**config.mk**
```make
export PLATFORM = sky130hd
export DESIGN_NAME = length_prefixed_utf8_frame_receiver
export DESIGN_NICKNAME = d
export VERILOG_FILES = /design/src/rtl/lpu8_pkg.sv /design/src/rtl/lpu8_front.sv /design/src/rtl/lpu8_queue.sv /design/src/rtl/lpu8_back.sv /design/src/rtl/length_prefixed_utf8_frame_receiver.sv
export VERILOG_INCLUDE_DIRS = /design/src /design/src/rtl
export SDC_FILE = /design/constraint.sdc
export NUM_CORES = 1
export LEC_CHECK = 0
export BUFFER_PORTS_ARGS = -buffer_cell sky130_fd_sc_hd__buf_2
export CORE_ASPECT_RATIO = 2
export CORE_MARGIN = 5
export CORE_UTILIZATION = 60
export DETAILED_ROUTE_END_ITERATION = 12
export PLACE_DENSITY = 0.83
export SLEW_MARGIN = 5
export SYNTH_ARGS = -nofsm -noshare
export SYNTH_HDL_FRONTEND = slang
export SYNTH_SLANG_ARGS = --single-unit
```
**constraint.sdc**
```tcl
create_clock -name clock -period 7.7 [get_ports clock]
set_input_delay 0.77 -clock clock [delete_from_list [all_inputs] [get_ports clock]]
set_output_delay 0.77 -clock clock [all_outputs]
set_load 0.02 [all_outputs]
```
**src/rtl/length_prefixed_utf8_frame_receiver_macros.svh**
```systemverilog
// Assertion macros shared by the frame receiver RTL.
// Depends on nothing; included by files that carry concurrent assertions.
`ifndef LENGTH_PREFIXED_UTF8_FRAME_RECEIVER_MACROS_SVH
`define LENGTH_PREFIXED_UTF8_FRAME_RECEIVER_MACROS_SVH

// Same-cycle implication, checked at every rising edge outside reset.
`define LPU8_ASSERT_IMPLIES(label, clk, rst, ante, cons, msg) \
   label: assert property (@(posedge clk) disable iff (rst) (ante) |-> (cons)) \
      else $error(msg);

// Next-cycle implication, checked at every rising edge outside reset.
`define LPU8_ASSERT_NEXT(label, clk, rst, ante, cons, msg) \
   label: assert property (@(posedge clk) disable iff (rst) (ante) |=> (cons)) \
      else $error(msg);

`endif

```
**src/rtl/lpu8_pkg.sv**
```systemverilog
// Shared types and constants of the length-prefixed UTF-8 frame receiver.
// Depends on nothing; imported by every module of the block.
package lpu8_pkg;

   localparam int QUEUE_DEPTH = 2;
   localparam int QPTR_W      = $clog2(QUEUE_DEPTH);
   localparam int QCNT_W      = $clog2(QUEUE_DEPTH + 1);

   localparam int LEN_W = 21;

   localparam logic [LEN_W-1:0] MAX_PAYLOAD_RESET = 21'h010000;

   // Result status codes.
   localparam logic [1:0] ST_BUSY      = 2'd0;
   localparam logic [1:0] ST_FRAME_OK  = 2'd1;
   localparam logic [1:0] ST_PROTO_ERR = 2'd2;
   localparam logic [1:0] ST_CLEAN_END = 2'd3;

   // Code point limits for the strict UTF-8 check.
   localparam logic [20:0] CP_MIN3 = 21'h000800;
   localparam logic [20:0] CP_MIN4 = 21'h010000;
   localparam logic [20:0] CP_MAX  = 21'h10ffff;
   localparam logic [20:0] SURR_LO = 21'h00d800;
   localparam logic [20:0] SURR_HI = 21'h00dfff;

   typedef enum logic [2:0] {
      KIND_ASCII,
      KIND_CONT,
      KIND_LEAD2,
      KIND_LEAD3,
      KIND_LEAD4,
      KIND_INVALID
   } kind_type;

   typedef struct packed {
      logic [7:0] data_byte;
      logic       end_of_stream;
   } req_type;

   typedef struct packed {
      logic [1:0]       status;
      logic [7:0]       payload_byte;
      logic             payload_byte_valid;
      logic             frame_last;
      logic [LEN_W-1:0] frame_length;
   } rsp_type;

   // A classified byte as it sits in the queue.
   typedef struct packed {
      logic [7:0] data_byte;
      logic       end_of_stream;
      logic       class_ok;
      kind_type   kind;
   } item_type;

   typedef struct packed {
      logic full;
      logic not_empty;
   } qstat_type;

endpackage

```
**src/rtl/lpu8_front.sv**
```systemverilog
// Front end: takes input transfers and classifies each byte for the back end.
// Depends on lpu8_pkg.
module lpu8_front (
   input  logic               req_valid,
   output logic               req_stall,
   input  lpu8_pkg::req_type  req_item,
   input  lpu8_pkg::qstat_type q_stat,
   output logic               q_push,
   output lpu8_pkg::item_type q_item
);
   import lpu8_pkg::*;

   kind_type kind;

   assign req_stall = q_stat.full;
   assign q_push    = req_valid && !q_stat.full;

   always_comb begin
      case (req_item.data_byte) inside
         [8'h00:8'h7f]: kind = KIND_ASCII;
         [8'h80:8'hbf]: kind = KIND_CONT;
         [8'hc2:8'hdf]: kind = KIND_LEAD2;
         [8'he0:8'hef]: kind = KIND_LEAD3;
         [8'hf0:8'hf4]: kind = KIND_LEAD4;
         default:       kind = KIND_INVALID;
      endcase
   end

   always_comb begin
      q_item.data_byte     = req_item.data_byte;
      q_item.end_of_stream = req_item.end_of_stream;
      // Controls below space are refused except tab; DEL is refused too.
      q_item.class_ok      = !((req_item.data_byte < 8'h20 && req_item.data_byte != 8'h09)
                               || req_item.data_byte == 8'h7f);
      q_item.kind          = kind;
   end

endmodule

```
**src/rtl/lpu8_queue.sv**
```systemverilog
// Short FIFO of classified bytes between the front and back ends.
// Depends on lpu8_pkg.
module lpu8_queue (
   input  logic                clock,
   input  logic                reset,
   input  logic                push,
   input  lpu8_pkg::item_type  push_item,
   input  logic                pop,
   output lpu8_pkg::item_type  head_item,
   output lpu8_pkg::qstat_type stat
);
   import lpu8_pkg::*;

   item_type            ent_ff [QUEUE_DEPTH];
   logic [QPTR_W-1:0]   wr_ptr_ff, wr_ptr_in;
   logic [QPTR_W-1:0]   rd_ptr_ff, rd_ptr_in;
   logic [QCNT_W-1:0]   count_ff, count_in;

   function automatic logic [QPTR_W-1:0] ptr_next(input logic [QPTR_W-1:0] p);
      if (p == QPTR_W'(QUEUE_DEPTH - 1)) begin
         return '0;
      end
      return p + QPTR_W'(1);
   endfunction

   assign head_item      = ent_ff[rd_ptr_ff];
   assign stat.full      = (count_ff == QCNT_W'(QUEUE_DEPTH));
   assign stat.not_empty = (count_ff != '0);

   always_comb begin
      wr_ptr_in = push ? ptr_next(wr_ptr_ff) : wr_ptr_ff;
      rd_ptr_in = pop ? ptr_next(rd_ptr_ff) : rd_ptr_ff;
      count_in  = count_ff;
      if (push && !pop) begin
         count_in = count_ff + QCNT_W'(1);
      end else if (pop && !push) begin
         count_in = count_ff - QCNT_W'(1);
      end
   end

   always_ff @(posedge clock) begin
      if (reset) begin
         wr_ptr_ff <= '0;
         rd_ptr_ff <= '0;
         count_ff  <= '0;
      end else begin
         wr_ptr_ff <= wr_ptr_in;
         rd_ptr_ff <= rd_ptr_in;
         count_ff  <= count_in;
      end
   end

   always_ff @(posedge clock) begin
      if (push) begin
         ent_ff[wr_ptr_ff] <= push_item;
      end
   end

endmodule

```
**src/rtl/lpu8_back.sv**
```systemverilog
// Back end: framing state machine, UTF-8 decoder and registered result stage.
// Depends on lpu8_pkg.
module lpu8_back (
   input  logic                         clock,
   input  logic                         reset,
   input  logic                         csr_valid,
   output logic                         csr_ready,
   input  logic [lpu8_pkg::LEN_W-1:0]   csr_wdata,
   input  lpu8_pkg::qstat_type          q_stat,
   input  lpu8_pkg::item_type           q_item,
   output logic                         q_pop,
   output logic                         rsp_valid,
   input  logic                         rsp_stall,
   output lpu8_pkg::rsp_type            rsp_item
);
   import lpu8_pkg::*;

   typedef enum logic [1:0] {
      PH_HEADER,
      PH_GOOD,
      PH_BAD,
      PH_ERROR
   } phase_type;

   phase_type        phase_ff, phase_in;
   logic [1:0]       hcnt_ff, hcnt_in;
   logic [23:0]      hdr_ff, hdr_in;
   logic [LEN_W-1:0] plen_ff, plen_in;
   logic [LEN_W-1:0] pcnt_ff, pcnt_in;
   logic [1:0]       cont_ff, cont_in;
   logic [1:0]       seq_ff, seq_in;
   logic [20:0]      cp_ff, cp_in;
   logic [LEN_W-1:0] max_ff, max_in;
   logic             rsp_valid_ff, rsp_valid_in;
   rsp_type          rsp_ff, rsp_in;

   logic [31:0]      hdr_len;
   logic [LEN_W-1:0] pcnt_inc;
   logic             utf_ok;

   assign csr_ready = 1'b1;
   assign q_pop     = q_stat.not_empty && (!rsp_valid_ff || !rsp_stall);
   assign rsp_valid = rsp_valid_ff;
   assign rsp_item  = rsp_ff;

   always_comb begin
      phase_in = phase_ff;
      hcnt_in  = hcnt_ff;
      hdr_in   = hdr_ff;
      plen_in  = plen_ff;
      pcnt_in  = pcnt_ff;
      cont_in  = cont_ff;
      seq_in   = seq_ff;
      cp_in    = cp_ff;
      max_in   = (csr_valid && csr_ready) ? csr_wdata : max_ff;
      rsp_in   = '0;
      rsp_in.status = ST_BUSY;
      hdr_len  = {hdr_ff, q_item.data_byte};
      pcnt_inc = pcnt_ff + LEN_W'(1);
      utf_ok   = 1'b1;

      if (phase_ff == PH_ERROR) begin
         rsp_in.status = ST_PROTO_ERR;
      end else if (q_item.end_of_stream) begin
         if (phase_ff == PH_HEADER && hcnt_ff == 2'd0) begin
            rsp_in.status = ST_CLEAN_END;
         end else begin
            rsp_in.status = ST_PROTO_ERR;
            phase_in      = PH_ERROR;
         end
      end else if (phase_ff == PH_HEADER) begin
         if (hcnt_ff == 2'd3) begin
            hcnt_in = 2'd0;
            hdr_in  = '0;
            if (hdr_len == 32'd0 || hdr_len > {11'd0, max_ff}) begin
               rsp_in.status = ST_PROTO_ERR;
               phase_in      = PH_ERROR;
            end else begin
               rsp_in.frame_length = hdr_len[LEN_W-1:0];
               plen_in  = hdr_len[LEN_W-1:0];
               phase_in = PH_GOOD;
               pcnt_in  = '0;
               cont_in  = 2'd0;
               seq_in   = 2'd0;
               cp_in    = '0;
            end
         end else begin
            hcnt_in = hcnt_ff + 2'd1;
            hdr_in  = hdr_len[23:0];
         end
      end else begin
         rsp_in.payload_byte       = q_item.data_byte;
         rsp_in.payload_byte_valid = 1'b1;
         rsp_in.frame_length       = plen_ff;

         if (phase_ff == PH_GOOD) begin
            if (!q_item.class_ok) begin
               utf_ok = 1'b0;
            end else if (cont_ff == 2'd0) begin
               case (q_item.kind)
                  KIND_ASCII: begin
                  end
                  KIND_LEAD2: begin
                     cp_in   = {16'd0, q_item.data_byte[4:0]};
                     seq_in  = 2'd1;
                     cont_in = 2'd1;
                  end
                  KIND_LEAD3: begin
                     cp_in   = {17'd0, q_item.data_byte[3:0]};
                     seq_in  = 2'd2;
                     cont_in = 2'd2;
                  end
                  KIND_LEAD4: begin
                     cp_in   = {18'd0, q_item.data_byte[2:0]};
                     seq_in  = 2'd3;
                     cont_in = 2'd3;
                  end
                  default: begin
                     utf_ok = 1'b0;
                  end
               endcase
            end else if (q_item.kind != KIND_CONT) begin
               utf_ok = 1'b0;
            end else begin
               cp_in   = {cp_ff[14:0], q_item.data_byte[5:0]};
               cont_in = cont_ff - 2'd1;
               if (cont_in == 2'd0) begin
                  // Sequence complete: reject overlong forms, surrogates and
                  // anything beyond the Unicode range.
                  if ((seq_ff == 2'd2 && cp_in < CP_MIN3)
                      || (seq_ff == 2'd3 && cp_in < CP_MIN4)
                      || cp_in > CP_MAX
                      || (cp_in >= SURR_LO && cp_in <= SURR_HI)) begin
                     utf_ok = 1'b0;
                  end
               end
            end
            if (!utf_ok) begin
               phase_in = PH_BAD;
            end
         end

         if (pcnt_inc == plen_ff) begin
            rsp_in.frame_last = 1'b1;
            // A sequence cut off by the end of the frame spoils it.
            if (phase_in == PH_GOOD && cont_in != 2'd0) begin
               phase_in = PH_BAD;
            end
            if (phase_in == PH_GOOD) begin
               rsp_in.status = ST_FRAME_OK;
               phase_in      = PH_HEADER;
            end else begin
               rsp_in.status = ST_PROTO_ERR;
               phase_in      = PH_ERROR;
            end
            pcnt_in = '0;
         end else begin
            pcnt_in = pcnt_inc;
         end
      end

      if (q_pop) begin
         rsp_valid_in = 1'b1;
      end else if (!rsp_stall) begin
         rsp_valid_in = 1'b0;
      end else begin
         rsp_valid_in = rsp_valid_ff;
      end
   end

   always_ff @(posedge clock) begin
      if (reset) begin
         phase_ff     <= PH_HEADER;
         hcnt_ff      <= 2'd0;
         hdr_ff       <= '0;
         plen_ff      <= '0;
         pcnt_ff      <= '0;
         cont_ff      <= 2'd0;
         seq_ff       <= 2'd0;
         cp_ff        <= '0;
         max_ff       <= MAX_PAYLOAD_RESET;
         rsp_valid_ff <= 1'b0;
         rsp_ff       <= '0;
      end else begin
         max_ff       <= max_in;
         rsp_valid_ff <= rsp_valid_in;
         if (q_pop) begin
            phase_ff <= phase_in;
            hcnt_ff  <= hcnt_in;
            hdr_ff   <= hdr_in;
            plen_ff  <= plen_in;
            pcnt_ff  <= pcnt_in;
            cont_ff  <= cont_in;
            seq_ff   <= seq_in;
            cp_ff    <= cp_in;
            rsp_ff   <= rsp_in;
         end
      end
   end

endmodule

```
**src/rtl/length_prefixed_utf8_frame_receiver.sv**
```systemverilog
// Top level of the length-prefixed UTF-8 frame receiver.
// Depends on lpu8_pkg, lpu8_front, lpu8_queue, lpu8_back and the macros header.
//
// The receiver takes a byte stream, one byte per transfer, in which every
// frame is a four-byte big-endian length followed by that many payload bytes.
// Exactly one result transfer comes out for every input transfer. Header bytes
// answer "in progress"; the fourth header byte also reports the accepted
// length. Payload bytes are passed through on payload_byte with
// payload_byte_valid set, and the last one carries frame_last together with
// the verdict: frame complete and valid, or protocol error. A consumer should
// therefore buffer a frame and drop it when its last byte reports an error.
// The payload must be strict UTF-8 with no control bytes other than tab and no
// DEL. A length of zero or above max_payload, a bad payload, or end of stream
// inside a header or payload is a protocol error, and every later result is a
// protocol error until reset. End of stream at a frame boundary answers clean
// end and may be repeated. max_payload (reset 65536) is written through the
// csr port, which is always ready; write it only while no transfer is in
// flight. Throughput is one byte per clock while rsp_stall is low; the framing
// and UTF-8 state is updated in the back end. A byte's result passes through
// the queue and the result register to the result port and is transferred at
// an edge with rsp_stall low. A two-entry queue between the classifying
// front end and the back end, plus the result register, lets the input keep
// flowing while a result waits on rsp_stall; req_stall rises only when the
// queue is full.
`include "length_prefixed_utf8_frame_receiver_macros.svh"

module length_prefixed_utf8_frame_receiver (
   input  logic                       clock,
   input  logic                       reset,
   input  logic                       req_valid,
   output logic                       req_stall,
   input  lpu8_pkg::req_type          req_item,
   output logic                       rsp_valid,
   input  logic                       rsp_stall,
   output lpu8_pkg::rsp_type          rsp_item,
   input  logic                       csr_valid,
   output logic                       csr_ready,
   input  logic [lpu8_pkg::LEN_W-1:0] csr_wdata
);
   import lpu8_pkg::*;

   qstat_type q_stat;
   item_type  push_item;
   item_type  head_item;
   logic      q_push;
   logic      q_pop;

   // Front end: accepts a transfer whenever the queue has room and tags the
   // byte with its character class and UTF-8 role.
   lpu8_front u_front (
      .req_valid (req_valid),
      .req_stall (req_stall),
      .req_item  (req_item),
      .q_stat    (q_stat),
      .q_push    (q_push),
      .q_item    (push_item)
   );

   // Decoupling queue between the two halves.
   lpu8_queue u_queue (
      .clock     (clock),
      .reset     (reset),
      .push      (q_push),
      .push_item (push_item),
      .pop       (q_pop),
      .head_item (head_item),
      .stat      (q_stat)
   );

   // Back end: framing, length check, UTF-8 decoding and the result register.
   lpu8_back u_back (
      .clock     (clock),
      .reset     (reset),
      .csr_valid (csr_valid),
      .csr_ready (csr_ready),
      .csr_wdata (csr_wdata),
      .q_stat    (q_stat),
      .q_item    (head_item),
      .q_pop     (q_pop),
      .rsp_valid (rsp_valid),
      .rsp_stall (rsp_stall),
      .rsp_item  (rsp_item)
   );

   // The queue is never written while full, so no accepted byte is lost.
   `LPU8_ASSERT_IMPLIES(a_no_overflow, clock, reset, q_stat.full, !q_push,
                        "queue overflow")

   // A valid frame verdict only ever comes with the frame's last payload byte.
   `LPU8_ASSERT_IMPLIES(a_ok_on_last, clock, reset,
                        rsp_valid && rsp_item.status == ST_FRAME_OK,
                        rsp_item.frame_last && rsp_item.payload_byte_valid,
                        "frame verdict off the last byte")

   // A protocol error is sticky: once one is delivered, no other status follows.
   `LPU8_ASSERT_NEXT(a_sticky_error, clock, reset,
                     rsp_valid && !rsp_stall && rsp_item.status == ST_PROTO_ERR,
                     !rsp_valid || rsp_item.status == ST_PROTO_ERR,
                     "error not sticky")

endmodule

```
After elaboration in Yosys (flattened, before gate mapping)
Memories as Yosys holds them, arrays and structs flattened. A register that Yosys moved wholly into a read port is not among the register bits.
Index checks and enable logic that the tools add are counted.
{"block": "word_totals", "ff_bits": 148, "latchBits": 0, "ram_bits": 26, "rom_bits": 0, "elab_cells": 204, "mem_count": 1}
{"name": "u_queue.ent_ff", "words": 2, "width": 13, "read_ports": 1, "rd_ports_with_merged_regs": 1, "write_ports": 1, "line_no": "lpu8_queue.sv:14", "rtl": "item_type ent_ff [QUEUE_DEPTH];"}
{"block": "op_classes", "addsub": 7, "multipliers": 0, "n_div": 0, "n_lt_le_gt_ge": 17, "eq_ne": 22, "shifts": 0, "muxes": 89, "bitwise": 3, "reduce_logical": 47}
{"operator": "$mux 21", "count": 7}
{"operator": "$mux 2", "count": 41}
{"operator": "$mux 15", "count": 5}
{"operator": "$mux 31", "count": 2}
{"operator": "$pmux 15 s3", "count": 1}
{"operator": "$ge 8x8->1 const B", "count": 4}
{"operator": "$gt 32x21->1", "count": 1}
{"operator": "$le 8x8->1 const B", "count": 4}
{"operator": "$logic_not 32->1", "count": 1}
{"operator": "$mux 1", "count": 25}
{"operator": "$mux 24", "count": 1}
{"operator": "$add 21x1->21 const B", "count": 1}
{"operator": "$eq 21x21->1", "count": 1}
{"operator": "$ge 21x16->1 const B", "count": 1}
{"operator": "$gt 21x21->1 const B", "count": 1}
{"operator": "$le 21x16->1 const B", "count": 1}
{"operator": "$lt 21x12->1 const B", "count": 1}
{"operator": "$lt 21x17->1 const B", "count": 1}
{"operator": "$reduce_and 9->1", "count": 2}
{"operator": "$logic_and 1x1->1", "count": 15}
{"operator": "$mux 3", "count": 4}
{"operator": "$pmux 2 s3", "count": 2}
{"operator": "$reduce_bool 2->1", "count": 6}
{"operator": "$eq 2x2->1 const B", "count": 5}
{"operator": "other kinds (27)", "count": 52}

Logic depth before layout (Yosys ltp)
Gate-level depths: netlist of run 1.
{"block": "logic_depth", "depth_word": 32, "depth_mapped": 15, "mapped_depth_nobuf": 11}

Cells and area by module
A second synthesis of run 1 with hierarchy kept.
{"block": "hier_totals", "cells_unflattened": 1002, "hier_area_um2": 8677.1}
{"module": "lpu8_back", "n_inst": 1, "cells_each": 912, "area_each_um2": 7347.0, "seq_area_each_um2": 2882.8}
{"module": "lpu8_queue", "n_inst": 1, "cells_each": 62, "area_each_um2": 1142.3, "seq_area_each_um2": 880.8}
{"module": "lpu8_front", "n_inst": 1, "cells_each": 28, "area_each_um2": 187.7, "seq_area_each_um2": 0.0}

Least setup slack after synthesis of run 1
No wires, ideal clock.
{"block": "synth_path", "path_type": "reg-to-reg", "from": "register with a tool-made name", "to": "register u_back.pcnt_ff[18]", "arrival_ns": 3.572, "required_ns": 7.599, "path_slack_ns": 4.027, "stages_incl_launch_ff": 15, "period_less_slack_ns": 3.673, "path_cell_list": "dfxtp_1 buf_2 buf_1 mux2_2 ha_1 nor2b_1 o211ai_1 a2111oi_0 nor4_1 o41ai_1 o211a_1 buf_2 buf_1 a2bb2oi_1 o41ai_1"}
{"item": "end signal, assigned", "line_no": "lpu8_back.sv:192", "rtl": "pcnt_ff <= pcnt_in;"}
{"item": "end, declared", "line_no": "lpu8_back.sv:29", "rtl": "logic [LEN_W-1:0] pcnt_ff, pcnt_in;"}

==> out/results.ini, run 1 <==
[placed_design]
place_congestion = 0.936
numPortBuffers = 69
place_hpwl_um = 15300
postPlaceCellArea_sq_mm = 0.00891

[routing]
drt-total-wl_um = 21400
drt_iter0_drc = 623
wl_met1_um = 8240
post_drt_via_cell_ratio = 6.13
firstDrtPassIters = 6
drt-wirelength-per-cell_um = 18.3
num_vias = 7195
route.detailed.drc = 0
drtAntennaViolNets = 0
highest_layer = met4
dr_wl_met2_um = 11200
wl_met3_um = 1020

[floorplan]
start_util_pct = 61.1
die_w_um = 94.3
fp.dieArea_sq_mm = 0.0168
core_area_sq_mm = 0.0140
ioPinCount = 71
core.rowCount = 61
die_h_um = 179

[sta]
period_minus_slack_ns = 4.49
hold_viol = 0
fin_skew_ns = 0.0112
clock.fmax_ghz = 0.223
setup_viol = 0
fin_tns_setup_ns = 0
rsz0062_at_grt = no
tightest_slew_ns = 1.14
whs_ns = 0.456
slew_viol_final = 0
period_share_pct = 58.3
slew_headroom_pct = 23.9

[hold_path]
worstHoldPathType = reg2reg

[outcome]
status = finished, final reports clean

[yosys]
yosysSeqAreaShare_pct = 44.1
syn_area_per_cell_sq_um = 9.12
synth_flop_cell = dfxtp_1
synth_warnings = 0
synth.distinct_cells = 66
synth-edff-count = 26
async_flop_share_pct = 0
syn-cell-area_sq_mm = 0.00853
synth_fp_nets = 998
syn_inst = 936
ys_seq_elements = 175

[layout]
fin_nets = 1034
finish.utilization_pct = 68.2
mostFrequentLayoutCells = dfxtp_1, nor2_1, nand2_1, buf_2, mux2i_1
synthToLayoutAreaGrowth_pct = 11.6
drive_above_1_share_pct = 13.5
post-route-cell-area_sq_mm = 0.00952
num_antenna_cells = 0
layout_commonest_cell = dfxtp_1
nFillCells = 1101

[global_route]
grt_max_degree = 65
grt_usage_pct = 26.6
grt_pass1_wl_um = 35000
grt_overflow_total = 0
grt_pass1_vias = 6940
antenna_found_initial = 0

[clock_tree]
clock_latency_ns = 0.43
cts_resized = 0
cts_hold_buf = 0
clk_path_buf_depth = 2
cts_tree = done
cts_setup_buffers = 0
clk_pin_slew_ns = 0.07
cts_buffers = 17
cts.sinks = 175
h-tree-depth = 4
root_buffer = clkbuf_16

[setup_path]
required_ns = 7.99
crit_type = reg2reg
endpoint_kind = register
crit_arrival_ns = 4.78
worstPathMaxFanout = 32
start_kind = register

[power_and_ir_drop]
finalPower_mw = 2.66
ir_worst_vdd_mv = 0.198
power_density_mw_per_mm2 = 279
power.leakage_nw = 3.68

[job]
maxCapViolations = 0

-- layer usage --
metal / vias to the layer above / global-route usage (%)
met3: 72 / 4.43
met4: 0 / 13.7
met5: - / 0
met2: 266 / 46.6
met1: 3400 / 30.5
li1: 3457 / -
-- cell type report --
type | count | area [sq um] | share of cell area [%]
Clock buffer | 17 | 425 | 4.47
Timing Repair Buffer | 75 | 393 | 4.13
Clock inverter | 15 | 180 | 1.89
Inverter | 42 | 158 | 1.66
Sequential cell | 175 | 3760 | 39.5
Multi-Input combinational cell | 661 | 4360 | 45.8
Tap cell | 189 | 236 | 2.48
-- final timing paths --
| path | from | endpoint | slack (ns) | depth (start not counted) |
|---|---|---|---|---|
| max | register | u_back.rsp_item[20]$_SDFFE_PP0P_ | 3.21 | 11 |
| min | u_back.cp_ff[3]$_SDFFE_PP0P_ | u_back.cp_ff[3]$_SDFFE_PP0P_ | 0.46 | 2 |
| max reg2reg | register | u_back.rsp_item[20]$_SDFFE_PP0P_ | 3.21 | 11 |
| min reg2reg | u_back.cp_ff[3]$_SDFFE_PP0P_ | u_back.cp_ff[3]$_SDFFE_PP0P_ | 0.46 | 2 |
-- cell families (layout without fill, tap and decap cells) --
| family | count (synthesis) | after routing | synth area share, % |
|---|---|---|---|
| and+or+nand+nor | 351 | 351 | 19.8 |
| DFF | 175 | 175 | 44.1 |
| AOI/OAI and AO/OA | 165 | 165 | 13.9 |
| buffers and inverters | 100 | 149 | 4.85 |
| muxes | 78 | 78 | 9.36 |
| xor gates and xnor gates | 39 | 39 | 4.00 |
| adders and majority gates | 27 | 27 | 3.96 |
| other | 1 | 1 | 0.0440 |
-- per-stage QoR --
step | setup WS (ns) | instances
6_report | 3.21 | 1174
2_1_floorplan | 4.03 | 936
4_1_cts | 3.26 | 1174
5_1_grt | 2.74 | 1174
3_3_place_gp | 3.42 | 1142
3_5_place_dp | 3.28 | 1142
-- synth_stat cells, types with 3 or more instances --
cell / count / area, sq um
o21a_1: 4 / 30.0
nand3_1: 20 / 100
o41ai_1: 3 / 26.3
nor3_1: 24 / 120
o211ai_1: 3 / 22.5
nor2_2: 3 / 18.8
o21ai_0: 20 / 100
a32oi_1: 4 / 35.0
a41oi_1: 3 / 26.3
buf_1: 5 / 18.8
a21o_1: 9 / 67.6
mux2_2: 14 / 158
nor2b_1: 8 / 50.1
buf_4: 4 / 30.0
clkbuf_1: 35 / 131
ha_1: 27 / 338
a21oi_1: 44 / 220
edfxtp_1: 26 / 781
xnor2_1: 25 / 219
nor4_1: 9 / 56.3
inv_1: 42 / 158
nand2_1: 75 / 282
buf_2: 13 / 65.1
a211oi_1: 7 / 52.6
nand4_1: 23 / 144
and4_1: 7 / 61.3
a221o_1: 5 / 50.1
a31oi_1: 4 / 25.0
a22o_1: 3 / 26.3
xor2_1: 14 / 123
a22oi_1: 10 / 75.1
nor2_1: 134 / 503
mux2i_1: 64 / 641
nor3b_1: 13 / 97.6
nand2b_1: 5 / 31.3
dfxtp_1: 149 / 2980
nand3b_1: 4 / 30.0
or4_1: 3 / 22.5
a222oi_1: 21 / 210
or3_1: 10 / 62.6
and3_1: 4 / 25.0
-- report_power, final --
group          internal (mW)  switching (mW)
Combinational          0.234           0.444
Clock                  0.516           0.373
Sequential              1.00          0.0895
-- flip-flops by register name, indices dropped and copies added (netlist names), 15 cells and up, named ones only --
name	flops
u_back.rsp_item	33
u_queue.ent_ff	26
u_back.hdr_ff	24
u_back.max_ff	21
u_back.pcnt_ff	21
u_back.plen_ff	21
u_back.cp_ff	15
-- critical path: stages (launching register included) --
cell,delay [ns]
dfxtp_1,0.89
mux2_2,0.49
ha_1,0.32
nor2b_1,0.13
o211ai_1,0.09
a2111oi_0,0.39
nor4_1,0.08
o41ai_1,0.90
nor3_4,0.22
buf_4,0.35
a222oi_1,0.41
nor2_1,0.06
(Power assumes the default switching activity.)
==> run 2: changes to the inputs <==
- ABC_AREA: unset -> 1
- clock period: 7.7 -> 4.3 ns (I/O delays scaled with it)
==> run 2 against run 1 <==
Against the previous run:
- cell count increased by 26%
- clock-buffer cell count up 2
- first-iteration DRC count fell by 7.5%
- clock skew shrank 0.00067 ns
- core utilization is 0.49 points higher
- register-to-register slack got worse by 2.4 ns
- non-clock buffer count increased by 3
- routed wire length up 11%
- flip-flop and latch count is the same
- power rose by 97%
==> out/results.ini, run 2 <==
[outcome]
status = finished, final reports clean

[clock_tree]
cts_resized = 0
clk_pin_slew_ns = 0.07
h-tree-depth = 4
cts_tree = done
cts_hold_buf = 0
cts_buffers = 17
clk_path_buf_depth = 2
cts_setup_buffers = 0
root_buffer = clkbuf_16
cts.sinks = 175
clock_latency_ns = 0.43

[routing]
wl_met1_um = 8320
drt-total-wl_um = 23800
highest_layer = met4
post_drt_via_cell_ratio = 5.69
firstDrtPassIters = 6
drtAntennaViolNets = 0
route.detailed.drc = 0
drt-wirelength-per-cell_um = 16.1
dr_wl_met2_um = 12800
drt_iter0_drc = 576
num_vias = 8431
wl_met3_um = 1250

[global_route]
grt_pass1_vias = 8053
antenna_found_initial = 0
grt_overflow_total = 0
grt_pass1_wl_um = 38900
grt_max_degree = 96
grt_usage_pct = 28.7

[sta]
setup_viol = 0
rsz0062_at_grt = no
slew_viol_final = 0
period_share_pct = 80.2
clock.fmax_ghz = 0.290
period_minus_slack_ns = 3.45
slew_headroom_pct = 25.1
fin_tns_setup_ns = 0
tightest_slew_ns = 1.12
fin_skew_ns = 0.0105
hold_viol = 0
setup_slack_ns = 0.850

[layout]
post-route-cell-area_sq_mm = 0.00985
fin_nets = 1339
num_antenna_cells = 0
layout_commonest_cell = nand2_1
synthToLayoutAreaGrowth_pct = 12.2
drive_above_1_share_pct = 11.7
largest_reg_flops = 33
mostFrequentLayoutCells = nand2_1, dfxtp_1, a21oi_1, nor2_1, inv_1

[placed_design]
place_ws_ns = 0.905
numPortBuffers = 69
postPlaceCellArea_sq_mm = 0.00922
place_congestion = 1.07
place_hpwl_um = 17500

[setup_path]
crit_arrival_ns = 3.82
cpPeakStageDelay_ns = 0.40
slowest_stage = nor2_2
required_ns = 4.67
worstPathMaxFanout = 15
crit_family = simple AND/OR/NAND/NOR gates
start_kind = register
cp_common_cell = nand2_1
worst-path-buf-inv = 2
path_cells = inv_2, or2_0, o21ai_0, inv_1, ha_1, a21oi_1, nor2_1, nor2_1, nand2_1, nand2_1, nand2_1, nand2_1, nand2_1, nand2_1, nand2_2, nand2_2, nand3_4, nor2_2, nand2_2, nand2_1, nand2_1, nor2_1
endpoint_kind = register
crit_type = reg2reg

[yosys]
synth_most_common_cell = nand2_1
yosysSeqAreaShare_pct = 42.9
synth_fp_nets = 1288
syn_inst = 1226
syn-cell-area_sq_mm = 0.00878
syn_area_per_cell_sq_um = 7.16
synth_flop_cell = dfxtp_1
synth_top_area_cell = dfxtp_1
synth-edff-count = 26
synth.top_cell.area_share_pct = 34.0
synth.distinct_cells = 46
ys_seq_elements = 175
synth_area_leaders = dfxtp_1, nand2_1, edfxtp_1
async_flop_share_pct = 0
synth_warnings = 0
synthTopCellsByCount = nand2_1, dfxtp_1, a21oi_1

[floorplan]
core.rowCount = 62
ioPinCount = 71
core_area_sq_mm = 0.0144
fp.dieArea_sq_mm = 0.0173
start_util_pct = 61.2
die_h_um = 181
die_w_um = 95.5

[power_and_ir_drop]
power.switching_mw = 1.94
clkPwrFrac_pct = 31.4
p_comb_share_pct = 30.3
power_density_mw_per_mm2 = 532
switching_share_pct = 37.0
power.leakage_nw = 4.01
ir_worst_vdd_mv = 0.351
seqPwrFrac_pct = 38.3
p_int_mw = 3.30

[hold_path]
hold_start = req_item[0]
worstHoldPathType = in2reg

[job]
maxCapViolations = 0

run 2: changes by cell type after synthesis, moves of 12 or more:
cell	before	now
nand2_1	75	368
a21oi_1	44	136
inv_1	42	108
mux2i_1	64	0
nand3_1	20	62
o21ai_0	20	48
xnor2_1	25	1
a222oi_1	21	0
nor3_1	24	3
nand3b_1	4	21
nor2_1	134	117
mux2_2	14	0
nor3b_1	13	1
run 2: logic make-up (layout without fill, tap and decap cells):
logic type               count (synthesis)  after routing  synth area share, %
flip-flops                             175            175                 42.9
XOR/XNOR                                 4              4                0.399
adder cells (fa/ha/maj)                 27             27                 3.85
buffers and inverters                  159            223                 7.34
AND/OR/NAND/NOR                        635            635                 31.8
AO/OA/AOI/OAI                          225            225                 13.7
other                                    1              1               0.0427
run 2: metrics by stage:
stage / hold WS (ns) / utilization, % / std cells / total power [mW]
2_1_floorplan: 0.426 / - / 1226 / 3.15
3_3_place_gp: 0.439 / 64.3 / 1450 / 3.55
3_5_place_dp: 0.450 / 64.3 / 1450 / 3.60
4_1_cts: 0.175 / 68.6 / 1482 / 5.24
5_1_grt: 0.185 / 68.6 / 1482 / 5.54
6_report: 0.186 / 68.6 / 1482 / 5.24
run 2: path summary, 6_finish.rpt:
path / cells after the start / to / slack (ns)
setup / recovery: 22 / u_back.cp_ff[10]$_SDFFE_PP0P_ / 0.85
hold / removal: 1 / u_queue.ent_ff[1][4]$_DFFE_PP_ / 0.19
hold reg to reg: 1 / u_queue.rd_ptr_ff$_SDFFE_PP0P_ / 0.46
setup reg to reg: 22 / u_back.cp_ff[10]$_SDFFE_PP0P_ / 0.85
run 2: worst reg2reg max path, stage by stage (launching register included):
cell and delay (ns):
dfxtp_1 0.35, inv_2 0.12, or2_0 0.23, o21ai_0 0.17, inv_1 0.24, ha_1 0.36
a21oi_1 0.15, nor2_1 0.05, nor2_1 0.08, nand2_1 0.06, nand2_1 0.06, nand2_1 0.06
nand2_1 0.06, nand2_1 0.04, nand2_1 0.07, nand2_2 0.09, nand2_2 0.10, nand3_4 0.16
nor2_2 0.41, nand2_2 0.25, nand2_1 0.12, nand2_1 0.05, nor2_1 0.10
run 2: layer usage:
layer	global-route usage, %	vias to the layer above
met1	30.4	3839
met3	4.20	115
met4	16.8	0
met5	0	-
met2	51.8	344
li1	-	4133
run 2: layout make-up:
type | count | area (sq um)
Multi-Input combinational cell | 892 | 4380
Fill cell | 1219 | 4500
Clock buffer | 19 | 443
Tap cell | 192 | 240
Inverter | 113 | 424
Clock inverter | 13 | 188
Timing Repair Buffer | 78 | 415
Sequential cell | 175 | 3760
run 2: power by group through the flow:
| stage | Clock, mW | Sequential, mW | Combinational (mW) |
|---|---|---|---|
| detailed placement | 0 | 2.03 | 1.57 |
| floorplan | 0 | 2.01 | 1.15 |
| global route | 1.73 | 2.02 | 1.79 |
| global placement | 0 | 2.03 | 1.53 |
| CTS | 1.66 | 2.00 | 1.58 |
| finish | 1.65 | 2.00 | 1.59 |
